[src/hw/rtl/ichi_pkg.sv]
// Shared types and constants for the cloud-lines block.
package ichi_pkg;

  localparam int PRICE_W     = 32;
  localparam int LINE_W      = 34;
  localparam int INDEX_W     = 32;
  localparam int PERIOD_W    = 7;
  localparam int SHIFT_W     = 8;
  localparam int CFG_IDX_W   = 2;
  localparam int CFG_DATA_W  = 8;
  localparam int IN_TDATA_W  = 96;
  localparam int IN_TUSER_W  = 1;
  localparam int OUT_TDATA_W = 200;
  localparam int OUT_TUSER_W = 5;

  localparam logic [CFG_IDX_W-1:0] CFG_SHORT_PERIOD = 2'd0;
  localparam logic [CFG_IDX_W-1:0] CFG_MID_PERIOD   = 2'd1;
  localparam logic [CFG_IDX_W-1:0] CFG_LONG_PERIOD  = 2'd2;
  localparam logic [CFG_IDX_W-1:0] CFG_SHIFT_AMOUNT = 2'd3;

  localparam logic [PERIOD_W-1:0] SHORT_PERIOD_RST = 7'd9;
  localparam logic [PERIOD_W-1:0] MID_PERIOD_RST   = 7'd26;
  localparam logic [PERIOD_W-1:0] LONG_PERIOD_RST  = 7'd52;
  localparam logic [SHIFT_W-1:0]  SHIFT_RST        = 8'd26;

  typedef enum logic [1:0] {
    ST_IDLE,
    ST_WALK,
    ST_FIN
  } ichi_state_t;

endpackage

[src/hw/rtl/ichimoku_cloud_lines.sv]
// Ichimoku cloud lines: windowed high/low midpoints, scaled by four, over a candle history ring.
//
//  channel | dir | handshake            | payload
//  in_     | in  | in_tvalid/in_tready   | tdata: candle_high, candle_low, candle_close
//          |     |                      | tuser: series_start
//  out_    | out | out_tvalid/out_tready | tdata: conversion_line, base_line, lead_a,
//          |     |                      |        lead_b, lag_close, candle_index
//          |     |                      | tuser: the five ok flags
//  cfg_    | in  | cfg_valid/cfg_ready  | cfg_index, cfg_data
//
// A candle's history walk covers P, the longest full window (1..MAX_WINDOW),
// through the single read port: one stored high/low pair per cycle through
// one shared max/min unit and one adder.
// No clearing pass: history entries are read only inside full windows.
// in_tready is low while a candle walks or while its result waits for the
// output register; cfg_ready is always high.
module ichimoku_cloud_lines #(
  parameter int MAX_WINDOW = 64,
  parameter int PRICE_BITS = 32
) (
  input  logic                                clk,
  input  logic                                rst_n,
  input  logic                                in_tvalid,
  output logic                                in_tready,
  // [31:0] candle_high, [63:32] candle_low, [95:64] candle_close
  input  logic [ichi_pkg::IN_TDATA_W-1:0]     in_tdata,
  // [0] series_start
  input  logic [ichi_pkg::IN_TUSER_W-1:0]     in_tuser,
  output logic                                out_tvalid,
  input  logic                                out_tready,
  // [33:0] conversion_line, [67:34] base_line, [101:68] lead_a,
  // [135:102] lead_b, [167:136] lag_close, [199:168] candle_index
  output logic [ichi_pkg::OUT_TDATA_W-1:0]    out_tdata,
  // [0] conversion_ok, [1] base_ok, [2] lead_a_ok, [3] lead_b_ok, [4] lag_ok
  output logic [ichi_pkg::OUT_TUSER_W-1:0]    out_tuser,
  input  logic                                cfg_valid,
  output logic                                cfg_ready,
  input  logic [ichi_pkg::CFG_IDX_W-1:0]      cfg_index,
  input  logic [ichi_pkg::CFG_DATA_W-1:0]     cfg_data
);

  import ichi_pkg::*;

  localparam int PW = (PRICE_BITS < PRICE_W) ? PRICE_BITS : PRICE_W;
  localparam int SW = PW + 1;
  localparam int AW = $clog2(MAX_WINDOW);
  localparam int CW = $clog2(MAX_WINDOW + 1);
  localparam logic [AW-1:0] LAST_SLOT = AW'(MAX_WINDOW - 1);

  function automatic logic [CW-1:0] eff_period(input logic [PERIOD_W-1:0] p);
    logic [CW-1:0] r;
    if (p == '0) begin
      r = CW'(1);
    end else if (32'(p) > 32'(MAX_WINDOW)) begin
      r = CW'(MAX_WINDOW);
    end else begin
      r = CW'(p);
    end
    return r;
  endfunction

  function automatic logic [AW-1:0] slot_dec(input logic [AW-1:0] a);
    return (a == '0) ? LAST_SLOT : a - AW'(1);
  endfunction

  ichi_state_t state_r, state_nxt;

  logic [PERIOD_W-1:0] sp_r, sp_nxt, mp_r, mp_nxt, lp_r, lp_nxt;
  logic [SHIFT_W-1:0]  sh_r, sh_nxt;
  logic [AW-1:0]       wp_r, wp_nxt;
  logic [INDEX_W-1:0]  seen_r, seen_nxt;
  logic [INDEX_W-1:0]  idx_r, idx_nxt;
  logic [PRICE_W-1:0]  close_r, close_nxt;
  logic                s_ok_r, s_ok_nxt, m_ok_r, m_ok_nxt, l_ok_r, l_ok_nxt;
  logic [CW-1:0]       pmax_r, pmax_nxt;
  logic [CW-1:0]       issued_r, issued_nxt, folded_r, folded_nxt;
  logic [AW-1:0]       rd_addr_r, rd_addr_nxt;
  logic                rd_vld_r, rd_vld_nxt;
  logic [PW-1:0]       run_hi_r, run_hi_nxt, run_lo_r, run_lo_nxt;
  logic [SW-1:0]       s_sum_r, s_sum_nxt, m_sum_r, m_sum_nxt, l_sum_r, l_sum_nxt;
  logic                out_vld_r, out_vld_nxt;
  logic [OUT_TDATA_W-1:0] out_data_r, out_data_nxt;
  logic [OUT_TUSER_W-1:0] out_user_r, out_user_nxt;

  logic                in_accept;
  logic [CW-1:0]       eff_s, eff_m, eff_l;
  logic [AW-1:0]       cur;
  logic [INDEX_W-1:0]  idx_in, seen_new;
  logic                ok_s, ok_m, ok_l;
  logic [CW-1:0]       p_s, p_m, p_l, p_sm;
  logic [PW-1:0]       in_hi, in_lo;
  logic [2*PW-1:0]     ram_rd;
  logic                issue;
  logic                fold_en, fold_first;
  logic [PW-1:0]       op_hi, op_lo, new_hi, new_lo;
  logic [SW-1:0]       fold_sum;
  logic [CW-1:0]       fold_cnt;
  logic [LINE_W-1:0]   conv_v, base_v, lead_a_v, lead_b_v;
  logic                a_ok, lag_ok;

  assign in_tready  = (state_r == ST_IDLE);
  assign in_accept  = in_tvalid && in_tready;
  assign cfg_ready  = 1'b1;
  assign out_tvalid = out_vld_r;
  assign out_tdata  = out_data_r;
  assign out_tuser  = out_user_r;

  assign in_hi = in_tdata[PW-1:0];
  assign in_lo = in_tdata[PRICE_W+PW-1:PRICE_W];

  ichi_ram #(
    .WIDTH(2 * PW),
    .DEPTH(MAX_WINDOW)
  ) u_hist (
    .clk    (clk),
    .wr_en  (in_accept),
    .wr_addr(cur),
    .wr_data({in_lo, in_hi}),
    .rd_en  (issue),
    .rd_addr(rd_addr_r),
    .rd_data(ram_rd)
  );

  always_comb begin
    eff_s = eff_period(sp_r);
    eff_m = eff_period(mp_r);
    eff_l = eff_period(lp_r);

    cur      = in_tuser[0] ? '0 : wp_r;
    idx_in   = in_tuser[0] ? '0 : seen_r;
    seen_new = (&idx_in) ? idx_in : idx_in + INDEX_W'(1);
    ok_s     = seen_new >= INDEX_W'(eff_s);
    ok_m     = seen_new >= INDEX_W'(eff_m);
    ok_l     = seen_new >= INDEX_W'(eff_l);
    p_s      = ok_s ? eff_s : CW'(1);
    p_m      = ok_m ? eff_m : CW'(1);
    p_l      = ok_l ? eff_l : CW'(1);
    p_sm     = (p_s > p_m) ? p_s : p_m;

    // shared max/min unit and adder
    fold_first = (state_r == ST_IDLE);
    op_hi      = fold_first ? in_hi : ram_rd[PW-1:0];
    op_lo      = fold_first ? in_lo : ram_rd[2*PW-1:PW];
    new_hi     = (fold_first || op_hi > run_hi_r) ? op_hi : run_hi_r;
    new_lo     = (fold_first || op_lo < run_lo_r) ? op_lo : run_lo_r;
    fold_sum   = SW'(new_hi) + SW'(new_lo);
    fold_en    = in_accept || ((state_r == ST_WALK) && rd_vld_r);
    fold_cnt   = in_accept ? CW'(1) : folded_r + CW'(1);
    issue      = (state_r == ST_WALK) && (issued_r < pmax_r);

    a_ok     = s_ok_r && m_ok_r;
    lag_ok   = idx_r >= INDEX_W'(sh_r);
    conv_v   = s_ok_r ? (LINE_W'(s_sum_r) << 1) : '0;
    base_v   = m_ok_r ? (LINE_W'(m_sum_r) << 1) : '0;
    lead_b_v = l_ok_r ? (LINE_W'(l_sum_r) << 1) : '0;
    lead_a_v = a_ok ? (LINE_W'(s_sum_r) + LINE_W'(m_sum_r)) : '0;

    state_nxt    = state_r;
    sp_nxt       = sp_r;
    mp_nxt       = mp_r;
    lp_nxt       = lp_r;
    sh_nxt       = sh_r;
    wp_nxt       = wp_r;
    seen_nxt     = seen_r;
    idx_nxt      = idx_r;
    close_nxt    = close_r;
    s_ok_nxt     = s_ok_r;
    m_ok_nxt     = m_ok_r;
    l_ok_nxt     = l_ok_r;
    pmax_nxt     = pmax_r;
    issued_nxt   = issued_r;
    folded_nxt   = folded_r;
    rd_addr_nxt  = rd_addr_r;
    rd_vld_nxt   = issue;
    run_hi_nxt   = run_hi_r;
    run_lo_nxt   = run_lo_r;
    s_sum_nxt    = s_sum_r;
    m_sum_nxt    = m_sum_r;
    l_sum_nxt    = l_sum_r;
    out_vld_nxt  = out_vld_r;
    out_data_nxt = out_data_r;
    out_user_nxt = out_user_r;

    if (cfg_valid && cfg_ready) begin
      unique case (cfg_index)
        CFG_SHORT_PERIOD: sp_nxt = cfg_data[PERIOD_W-1:0];
        CFG_MID_PERIOD:   mp_nxt = cfg_data[PERIOD_W-1:0];
        CFG_LONG_PERIOD:  lp_nxt = cfg_data[PERIOD_W-1:0];
        CFG_SHIFT_AMOUNT: sh_nxt = cfg_data[SHIFT_W-1:0];
        default: ;
      endcase
    end

    if (out_vld_r && out_tready) begin
      out_vld_nxt = 1'b0;
    end

    if (fold_en) begin
      run_hi_nxt = new_hi;
      run_lo_nxt = new_lo;
      folded_nxt = fold_cnt;
      if (fold_cnt == eff_s) begin
        s_sum_nxt = fold_sum;
      end
      if (fold_cnt == eff_m) begin
        m_sum_nxt = fold_sum;
      end
      if (fold_cnt == eff_l) begin
        l_sum_nxt = fold_sum;
      end
    end

    unique case (state_r)
      ST_IDLE: begin
        if (in_accept) begin
          wp_nxt      = (cur == LAST_SLOT) ? '0 : cur + AW'(1);
          seen_nxt    = seen_new;
          idx_nxt     = idx_in;
          close_nxt   = in_tdata[3*PRICE_W-1:2*PRICE_W];
          s_ok_nxt    = ok_s;
          m_ok_nxt    = ok_m;
          l_ok_nxt    = ok_l;
          pmax_nxt    = (p_sm > p_l) ? p_sm : p_l;
          issued_nxt  = CW'(1);
          rd_addr_nxt = slot_dec(cur);
          state_nxt   = ST_WALK;
        end
      end
      ST_WALK: begin
        if (issue) begin
          issued_nxt  = issued_r + CW'(1);
          rd_addr_nxt = slot_dec(rd_addr_r);
        end
        if (folded_r == pmax_r) begin
          state_nxt = ST_FIN;
        end
      end
      ST_FIN: begin
        if (!out_vld_r || out_tready) begin
          out_vld_nxt  = 1'b1;
          out_data_nxt = {idx_r, close_r, lead_b_v, lead_a_v, base_v, conv_v};
          out_user_nxt = {lag_ok, l_ok_r, a_ok, m_ok_r, s_ok_r};
          state_nxt    = ST_IDLE;
        end
      end
      default: state_nxt = ST_IDLE;
    endcase
  end

  always_ff @(posedge clk) begin
    if (!rst_n) begin
      state_r <= ST_IDLE;
    end else begin
      state_r <= state_nxt;
    end
  end

  always_ff @(posedge clk) begin
    if (!rst_n) begin
      sp_r      <= SHORT_PERIOD_RST;
      mp_r      <= MID_PERIOD_RST;
      lp_r      <= LONG_PERIOD_RST;
      sh_r      <= SHIFT_RST;
      wp_r      <= '0;
      seen_r    <= '0;
      issued_r  <= '0;
      folded_r  <= '0;
      pmax_r    <= '0;
      rd_vld_r  <= 1'b0;
      out_vld_r <= 1'b0;
    end else begin
      sp_r      <= sp_nxt;
      mp_r      <= mp_nxt;
      lp_r      <= lp_nxt;
      sh_r      <= sh_nxt;
      wp_r      <= wp_nxt;
      seen_r    <= seen_nxt;
      issued_r  <= issued_nxt;
      folded_r  <= folded_nxt;
      pmax_r    <= pmax_nxt;
      rd_vld_r  <= rd_vld_nxt;
      out_vld_r <= out_vld_nxt;
    end
  end

  always_ff @(posedge clk) begin
    idx_r      <= idx_nxt;
    close_r    <= close_nxt;
    s_ok_r     <= s_ok_nxt;
    m_ok_r     <= m_ok_nxt;
    l_ok_r     <= l_ok_nxt;
    rd_addr_r  <= rd_addr_nxt;
    run_hi_r   <= run_hi_nxt;
    run_lo_r   <= run_lo_nxt;
    s_sum_r    <= s_sum_nxt;
    m_sum_r    <= m_sum_nxt;
    l_sum_r    <= l_sum_nxt;
    out_data_r <= out_data_nxt;
    out_user_r <= out_user_nxt;
  end

  a_walk_lead : assert property (@(posedge clk) disable iff (!rst_n)
    (state_r == ST_WALK) |-> (issued_r == folded_r) || (issued_r == folded_r + CW'(1)))
    else $error("read issue count out of step with fold count");

  a_rd_pending : assert property (@(posedge clk) disable iff (!rst_n)
    rd_vld_r |-> (state_r == ST_WALK) && (folded_r < pmax_r))
    else $error("history read returned outside the window walk");

  a_accept_start : assert property (@(posedge clk) disable iff (!rst_n)
    in_accept |=> (state_r == ST_WALK) && (folded_r == CW'(1)) && (seen_r != '0))
    else $error("accepted candle did not start a walk");

  a_fin_bound : assert property (@(posedge clk) disable iff (!rst_n)
    (state_r == ST_FIN) |-> (folded_r == pmax_r) && (pmax_r <= CW'(MAX_WINDOW)))
    else $error("walk finished before covering the longest window");

endmodule

[src/hw/rtl/ichi_ram.sv]
// Generic single-write, single-read RAM with registered read data.
module ichi_ram #(
  parameter int WIDTH = 64,
  parameter int DEPTH = 64
) (
  input  logic                     clk,
  input  logic                     wr_en,
  input  logic [$clog2(DEPTH)-1:0] wr_addr,
  input  logic [WIDTH-1:0]         wr_data,
  input  logic                     rd_en,
  input  logic [$clog2(DEPTH)-1:0] rd_addr,
  output logic [WIDTH-1:0]         rd_data
);

  logic [WIDTH-1:0] mem [DEPTH];

  always_ff @(posedge clk) begin
    if (wr_en) begin
      mem[wr_addr] <= wr_data;
    end
    if (rd_en) begin
      rd_data <= mem[rd_addr];
    end
  end

endmodule

[config.mk]
export PLATFORM = sky130hd
export DESIGN_NAME = ichimoku_cloud_lines
export DESIGN_NICKNAME = d
export VERILOG_FILES = /design/src/hw/rtl/ichi_pkg.sv /design/src/hw/rtl/ichimoku_cloud_lines.sv /design/src/hw/rtl/ichi_ram.sv
export SDC_FILE = /design/constraint.sdc
export NUM_CORES = 2
export LEC_CHECK = 0
export BUFFER_PORTS_ARGS = -buffer_cell sky130_fd_sc_hd__buf_2
export CORE_MARGIN = 2
export CORE_UTILIZATION = 45
export DETAILED_ROUTE_END_ITERATION = 8
export GPL_TIMING_DRIVEN = 0
export SLEW_MARGIN = 25
export SYNTH_ARGS = -nofsm -noshare
export SYNTH_HDL_FRONTEND = slang
export SYNTH_SLANG_ARGS = --single-unit
[constraint.sdc]
create_clock -name clk -period 12.15 [get_ports clk]
set_input_delay 1.215 -clock clk [delete_from_list [all_inputs] [get_ports clk]]
set_output_delay 1.215 -clock clk [all_outputs]
set_load 0.02 [all_outputs]
# Yosys cells after proc, flatten, opt, wreduce, memory -nomap -nowiden
# Memory sizes are Yosys's and may differ from the RTL's. A register that Yosys moved wholly into a read port is not among the register bits.
# Index checks and enable logic that the tools add are counted.
# op_classes
addsub,8
n_mul,0
div_mod_pow,0
n_lt_le_gt_ge,12
n_eq_ne,14
shift,0
mux,37
bitwise,0
reduce_logical,30
# ops
op,count
$mux 32,6
$mux 7,14
$ge 32x7->1,3
$mux 6,6
$add 33x33->34,1
$add 32x32->33,1
$add 32x1->32 const B,1
$ge 32x8->1,1
$gt 32x32->1,1
$lt 32x32->1,1
$reduce_and 32->1,1
$eq 7x7->1,4
$gt 7x7->1 const B,3
$logic_not 7->1,3
$reduce_and 2->1,9
$add 7x1->7 const B,2
$gt 7x7->1,2
$pmux 7 s2,1
$logic_not 6->1,2
$pmux 6 s2,1
$sub 6x1->6 const B,2
$lt 7x7->1,1
$add 6x1->6 const B,1
$eq 2x2->1 const B,3
other kinds (13),31
# totals
reg_bits,533
latch_bits,0
ram_bits,4096
mem_bits_ro,0
in_bits,112
output_inout_bits,208
elab_cells,131
mem_count,1
# memory_table
name,depth,width,rd,rd_ports_with_merged_regs,wr,line,rtl
u_hist.mem,64,64,1,1,1,ichi_ram.sv:15,logic [WIDTH-1:0] mem [DEPTH];

# Longest topological paths before layout
# depth
depth_word,9
depth_mapped,42
mapped_depth_nobuf,34

# By module
# Synthesis repeated with hierarchy kept, for this count alone.
# unflattened
hier_cells,9264
hier_area_um2,185514.2
# modules_own_cells
mod,n_inst,cells_each,area_each_um2,seq_area_each_um2
ichi_ram,1,6598,156989.3,124919.8
ichimoku_cloud_lines,1,2666,28524.9,14994.4

# Worst setup path before layout
# No wires, ideal clock.
# synth_timing
path_kind,input-to-reg
start,input port out_tready
end,"register out_data_r[100] (netlist: out_tdata[100]), enable pin"
setup_time_ns,0.791
arrival_time_ns,10.212
required_time_ns,11.359
path_slack_ns,1.146
path_stages,2
path_buffers,0
path_cell_list,nand2b_1 > nor2b_1
# synth_via
elab_chain_cells,2
# synth_rtl
element,line,rtl
"start, declared",ichimoku_cloud_lines.sv:30,"input logic out_tready,"
$logic_or 1x1->1,ichimoku_cloud_lines.sv:239,if (!out_vld_r || out_tready) begin
$reduce_and 2->1 (no source line),--,
"end signal, assigned",ichimoku_cloud_lines.sv:298,out_data_r <= out_data_nxt;
"end, declared",ichimoku_cloud_lines.sv:82,"logic [OUT_TDATA_W-1:0] out_data_r, out_data_nxt;"
# No other way between the ends.
# A chain may end at the register's enable or synchronous reset.

# Final worst setup path
# layout_timing
start,input port in_tuser
end,register pmax_r[2]
# layout_via
elab_chain_cells,9
elab_cells_between_ends,14
classes_between,add/sub: 1; order compare: 5; mux: 7; reduce/logical: 1
# layout_rtl
element,line,rtl
"start, declared",ichimoku_cloud_lines.sv:28,"input logic [ichi_pkg::IN_TUSER_W-1:0] in_tuser,"
$mux 32 *,ichimoku_cloud_lines.sv:130,idx_in = in_tuser[0] ? '0 : seen_r;
named net idx_in[1],ichimoku_cloud_lines.sv:88,"logic [INDEX_W-1:0] idx_in, seen_new;"
$add 32x1->32 / $reduce_and 32->1 (equally long branches),ichimoku_cloud_lines.sv:131,seen_new = (&idx_in) ? idx_in : idx_in + INDEX_W'(1);
$mux 32 *,ichimoku_cloud_lines.sv:131,
$ge 32x7->1 (on tied branches),"ichimoku_cloud_lines.sv:132, ichimoku_cloud_lines.sv:133",
$mux 7 (on tied branches),"ichimoku_cloud_lines.sv:135, ichimoku_cloud_lines.sv:136",
$gt 7x7->1,ichimoku_cloud_lines.sv:138,p_sm = (p_s > p_m) ? p_s : p_m;
$mux 7,ichimoku_cloud_lines.sv:138,
$gt 7x7->1,ichimoku_cloud_lines.sv:223,pmax_nxt = (p_sm > p_l) ? p_sm : p_l;
$mux 7 *,ichimoku_cloud_lines.sv:223,
"end signal, assigned",ichimoku_cloud_lines.sv:280,pmax_r <= pmax_nxt;
"end, declared",ichimoku_cloud_lines.sv:75,"logic [CW-1:0] pmax_r, pmax_nxt;"
# The timed path passes the listed nets; every way through them passes the cells marked *.

==> results <==
- After the flow finishes, the layout carries non-filler instances totaling 15,200.
- The shortest period the worst path allows is approximately 10 ns.
- Derived from the worst setup path, the maximum achievable clock frequency is 97.5 MHz.
- The total half-perimeter wirelength after legalization and detailed placement is ~360,000 um.
- In the synthesized netlist, the number of instances is 8,227.
- The power per cell area is 176 mW/mm^2.
- The count of fill cells added during filler insertion is 30,900.
- The number of different library cells used by synthesis comes to a little over 80.
- The maximum fanout along the worst path is 10.
- The data arrival time of the critical path is 11.19 ns.
- The first detailed-routing pass took 6 iterations.
- Yosys mapped a number of flops with a built-in enable equal to 4,598.
- The main flop type after synthesis is sky130_fd_sc_hd__edfxtp_1.
- The global router's overall resource usage is between 20 and 25%.
- The initial cell density of the core is 45.2%.
- The number of primary I/O pins is 320.
- The number of register bits inferred by synthesis is between 4,000 and 5,000.
- On the final layout, the worst hold slack is 0.398 ns.
- The worst path buffer plus inverter count is 8.
- The final critical path takes up 84.4% of the cycle.
- For the worst setup path, the data required time is 13.09 ns.
- The slowest stage of the critical path belongs to the cell sky130_fd_sc_hd__a211oi_2.
- The number of nets in the layout is about 9,700.
- Once placement finished, the instance area stood at 0.201 mm^2.
- Tracing the worst setup path back leads to its startpoint at in_tuser.
- The final hold violation count is 0.
- The wire length of the first global-routing pass is 701,000 um.
- Buffers added to address setup during post-CTS repair amount to 0.
- Row generation in the floorplan step produced 234 rows.
- The run finished with clean final reports.
- TritonCTS built the clock tree.
- The violation count after the first detailed-route iteration is 12,100.
- The clock reaches the later pin of the worst-skew pair after between 1 and 1.5 ns.
- The master cell of the clock root buffer is sky130_fd_sc_hd__clkbuf_16.
- The cell with the most instances on the worst path is sky130_fd_sc_hd__clkbuf_1.
- The via count of the first global-routing pass is 92,100.
- The origin of the critical flop-to-flop path is state_r[1].
- The peak supply drop is approximately 0.00015 V.
- In this design, the stage delay of the slowest critical-path cell is roughly 0.59 ns.
- The static leakage is 0.0702 uW.
- The die area is 0.414 mm^2.
- The synthesized area per cell is roughly 22 um^2.
- In this run, placement finished with an instance count of 14,300.
- The mean routed wirelength per cell is 33.0 um.
- Adding up every negative setup slack in the final design gives 0 ns.
- The final design utilization is 53.2%.
- Across the routed clock network, the largest skew measured is 0.0704 ns.
- The share of the Yosys chip area taken by registers is 76.1%.
- Setup violations remaining at the end of the flow were counted as 0.
- Buffers placed on the I/O ports in this run total 315.
- The count of nets left with antenna violations once routing finished came out at 0.
- In this run the most critical hold path is launched from in_tdata[85].
- The H-tree was split into 5 levels.
- Headroom to the max-slew limit came out at 25.1%.
- After clock tree synthesis, the clock-pin slew on the worst setup and hold paths is 0.07 ns.
- Setup repair after global routing left no endpoint under its margin.
- The kind of critical path is input pin to register.
- The number of sinks on the clock net is 4,690.
- The share of synthesized flip-flops with an asynchronous set or reset is 0%.
- The worst hold path belongs to the class input pin to register.
- After global routing the overflow that remains totals 0.
- The post-route standard cell area excluding fillers is 0.216 mm^2.
- The number of maximum-capacitance violations is 0.
- Routability-driven placement finished with a final weighted congestion of 0.868.
- The sort of element at the start of the critical path is an input pin.
- The post-detailed-route via-to-cell ratio is 6.02.
- The largest total area in the synthesized netlist belongs to sky130_fd_sc_hd__edfxtp_1.
- On the critical path the largest part of the delay comes from buffers and inverters.
- The top cell types in the final layout, fill and taps aside, are 4,598 x sky130_fd_sc_hd__edfxtp_1, 1,344 x sky130_fd_sc_hd__mux4_2, 472 x sky130_fd_sc_hd__clkbuf_16.
- In this run the deepest clock path goes through 4 buffers.
- The number of cells upsized or downsized after cts is 0.
- Leaving out fill and tap cells, the most frequent cell in the layout is sky130_fd_sc_hd__edfxtp_1.
- The synthesis-to-layout area growth is 17.5%.
- From left edge to right edge, the die measures 643 um.
- Measured along the y axis, the die boundary spans 643 um.
- Cells with a size suffix above 1 make up approximately a third of the layout.
- The transition time at the pin with the least slew margin is 1.12 ns.
- The count of hold-fix buffers inserted at cts is 0.
- The kind of end point of the critical path is a register.
- The area share of the leading cell type in the synthesized netlist is roughly three quarters.
- The DRC violation count after routing is 0.
- Ranked by total cell area, the synthesized netlist is headed by sky130_fd_sc_hd__edfxtp_1 75%, sky130_fd_sc_hd__mux4_2 16%, sky130_fd_sc_hd__ha_1 1.2%.
- Entering global routing, the biggest net connects 66 pins.
- The core region is 0.406 mm^2.
- The number of max-slew violations in the final report is 0.
- The total via count after detailed routing is 91,700.
- After synthesis the cells add up to approximately 0.18 mm^2.
- Counting the buffers created by CTS gives 468.
- The routed design has just over 500,000 um of wire.
- The number of antenna violations at the first check in global routing came to 43.
- The total of warnings raised by yosys is 0.
==> final cells by class <==
type / instances / area, um^2 / share of cell area, %
Antenna cell: 39 / 97.6 / 0.0452
Sequential cell: 4690 / 140000 / 64.8
Inverter: 131 / 492 / 0.228
Timing Repair Buffer: 659 / 9420 / 4.36
Buffer: 386 / 1720 / 0.795
Clock buffer: 572 / 12200 / 5.65
Tap cell: 5428 / 6790 / 3.14
Clock inverter: 296 / 2940 / 1.36
Multi-Input combinational cell: 3022 / 42500 / 19.7
==> path summary, 6_finish.rpt <==
kind,end,depth (start not counted),slack (ns)
max,pmax_r[2],40,1.89
min,close_r[21],1,0.40
max reg2reg,s_sum_r[30],29,1.94
min reg2reg,out_tdata[147],0,0.42
==> registers in the layout, indices dropped and copies added (netlist names), 32 cells and up <==
signal and flops:
close_r 32, idx_r 32, l_sum_r 33, m_sum_r 33
out_tdata 197, run_hi_r 32, run_lo_r 32, s_sum_r 33
seen_r 32, u_hist.mem 4096, u_hist.rd_data 64
==> synth_stat cells (45+ instances only) <==
| master | number |
|---|---|
| sky130_fd_sc_hd__o21ai_0 | 79 |
| sky130_fd_sc_hd__mux4_2 | 1344 |
| sky130_fd_sc_hd__nor2b_1 | 59 |
| sky130_fd_sc_hd__inv_1 | 130 |
| sky130_fd_sc_hd__ha_1 | 182 |
| sky130_fd_sc_hd__edfxtp_1 | 4598 |
| sky130_fd_sc_hd__buf_1 | 102 |
| sky130_fd_sc_hd__nand3_1 | 63 |
| sky130_fd_sc_hd__nor2_1 | 236 |
| sky130_fd_sc_hd__a21oi_1 | 122 |
| sky130_fd_sc_hd__mux2_2 | 126 |
| sky130_fd_sc_hd__xnor2_1 | 70 |
| sky130_fd_sc_hd__nand2_1 | 167 |
| sky130_fd_sc_hd__and2_1 | 105 |
| sky130_fd_sc_hd__dfxtp_1 | 92 |
| sky130_fd_sc_hd__nand4_1 | 45 |
| sky130_fd_sc_hd__clkbuf_1 | 271 |
| sky130_fd_sc_hd__nor3_1 | 48 |
==> cells by family (layout without fill, tap and decap cells) <==
kind of cell	after synthesis	after routing	share of synthesized area, %
flip-flops	4690	4690	76.1
multiplexers	1494	1494	17.4
AND/OR/NAND/NOR	837	837	2.26
buffers and inverters	517	2044	1.08
AO/OA/AOI/OAI	390	390	1.36
adder cells (fa/ha/maj)	185	185	1.27
XOR/XNOR	112	112	0.534
other	2	43	0.00409
==> per-stage QoR <==
| step | power [uW] | setup slack [ns] |
|---|---|---|
| 2_1_floorplan | 21900 | 1.15 |
| 3_3_place_gp | 23900 | -1.86 |
| 3_5_place_dp | 24100 | 0.930 |
| 4_1_cts | 38300 | 1.86 |
| 5_1_grt | 39200 | 1.08 |
| 6_report | 38000 | 1.89 |
==> where the power goes <==
| group | switching (uW) | internal [uW] | total [uW] | leakage, uW |
|---|---|---|---|---|
| clock network | 6150 | 8140 | 14300 | 0.00735 |
| registers | 108 | 18300 | 18400 | 0.0422 |
| logic | 3190 | 2180 | 5370 | 0.0206 |
| total | 9440 | 28600 | 38000 | 0.0702 |
==> routing by layer <==
metal	share of wire, %	up-vias	routed length (um)	GRT usage [%]
met1	40	49400	200000	33.2
met4	3.2	16	15900	7.59
met2	48	4481	243000	38.8
met5	0.035	-	177	0
met3	8.7	750	43800	4.67
li1	-	37100	-	-
(Power assumes the default switching activity.)
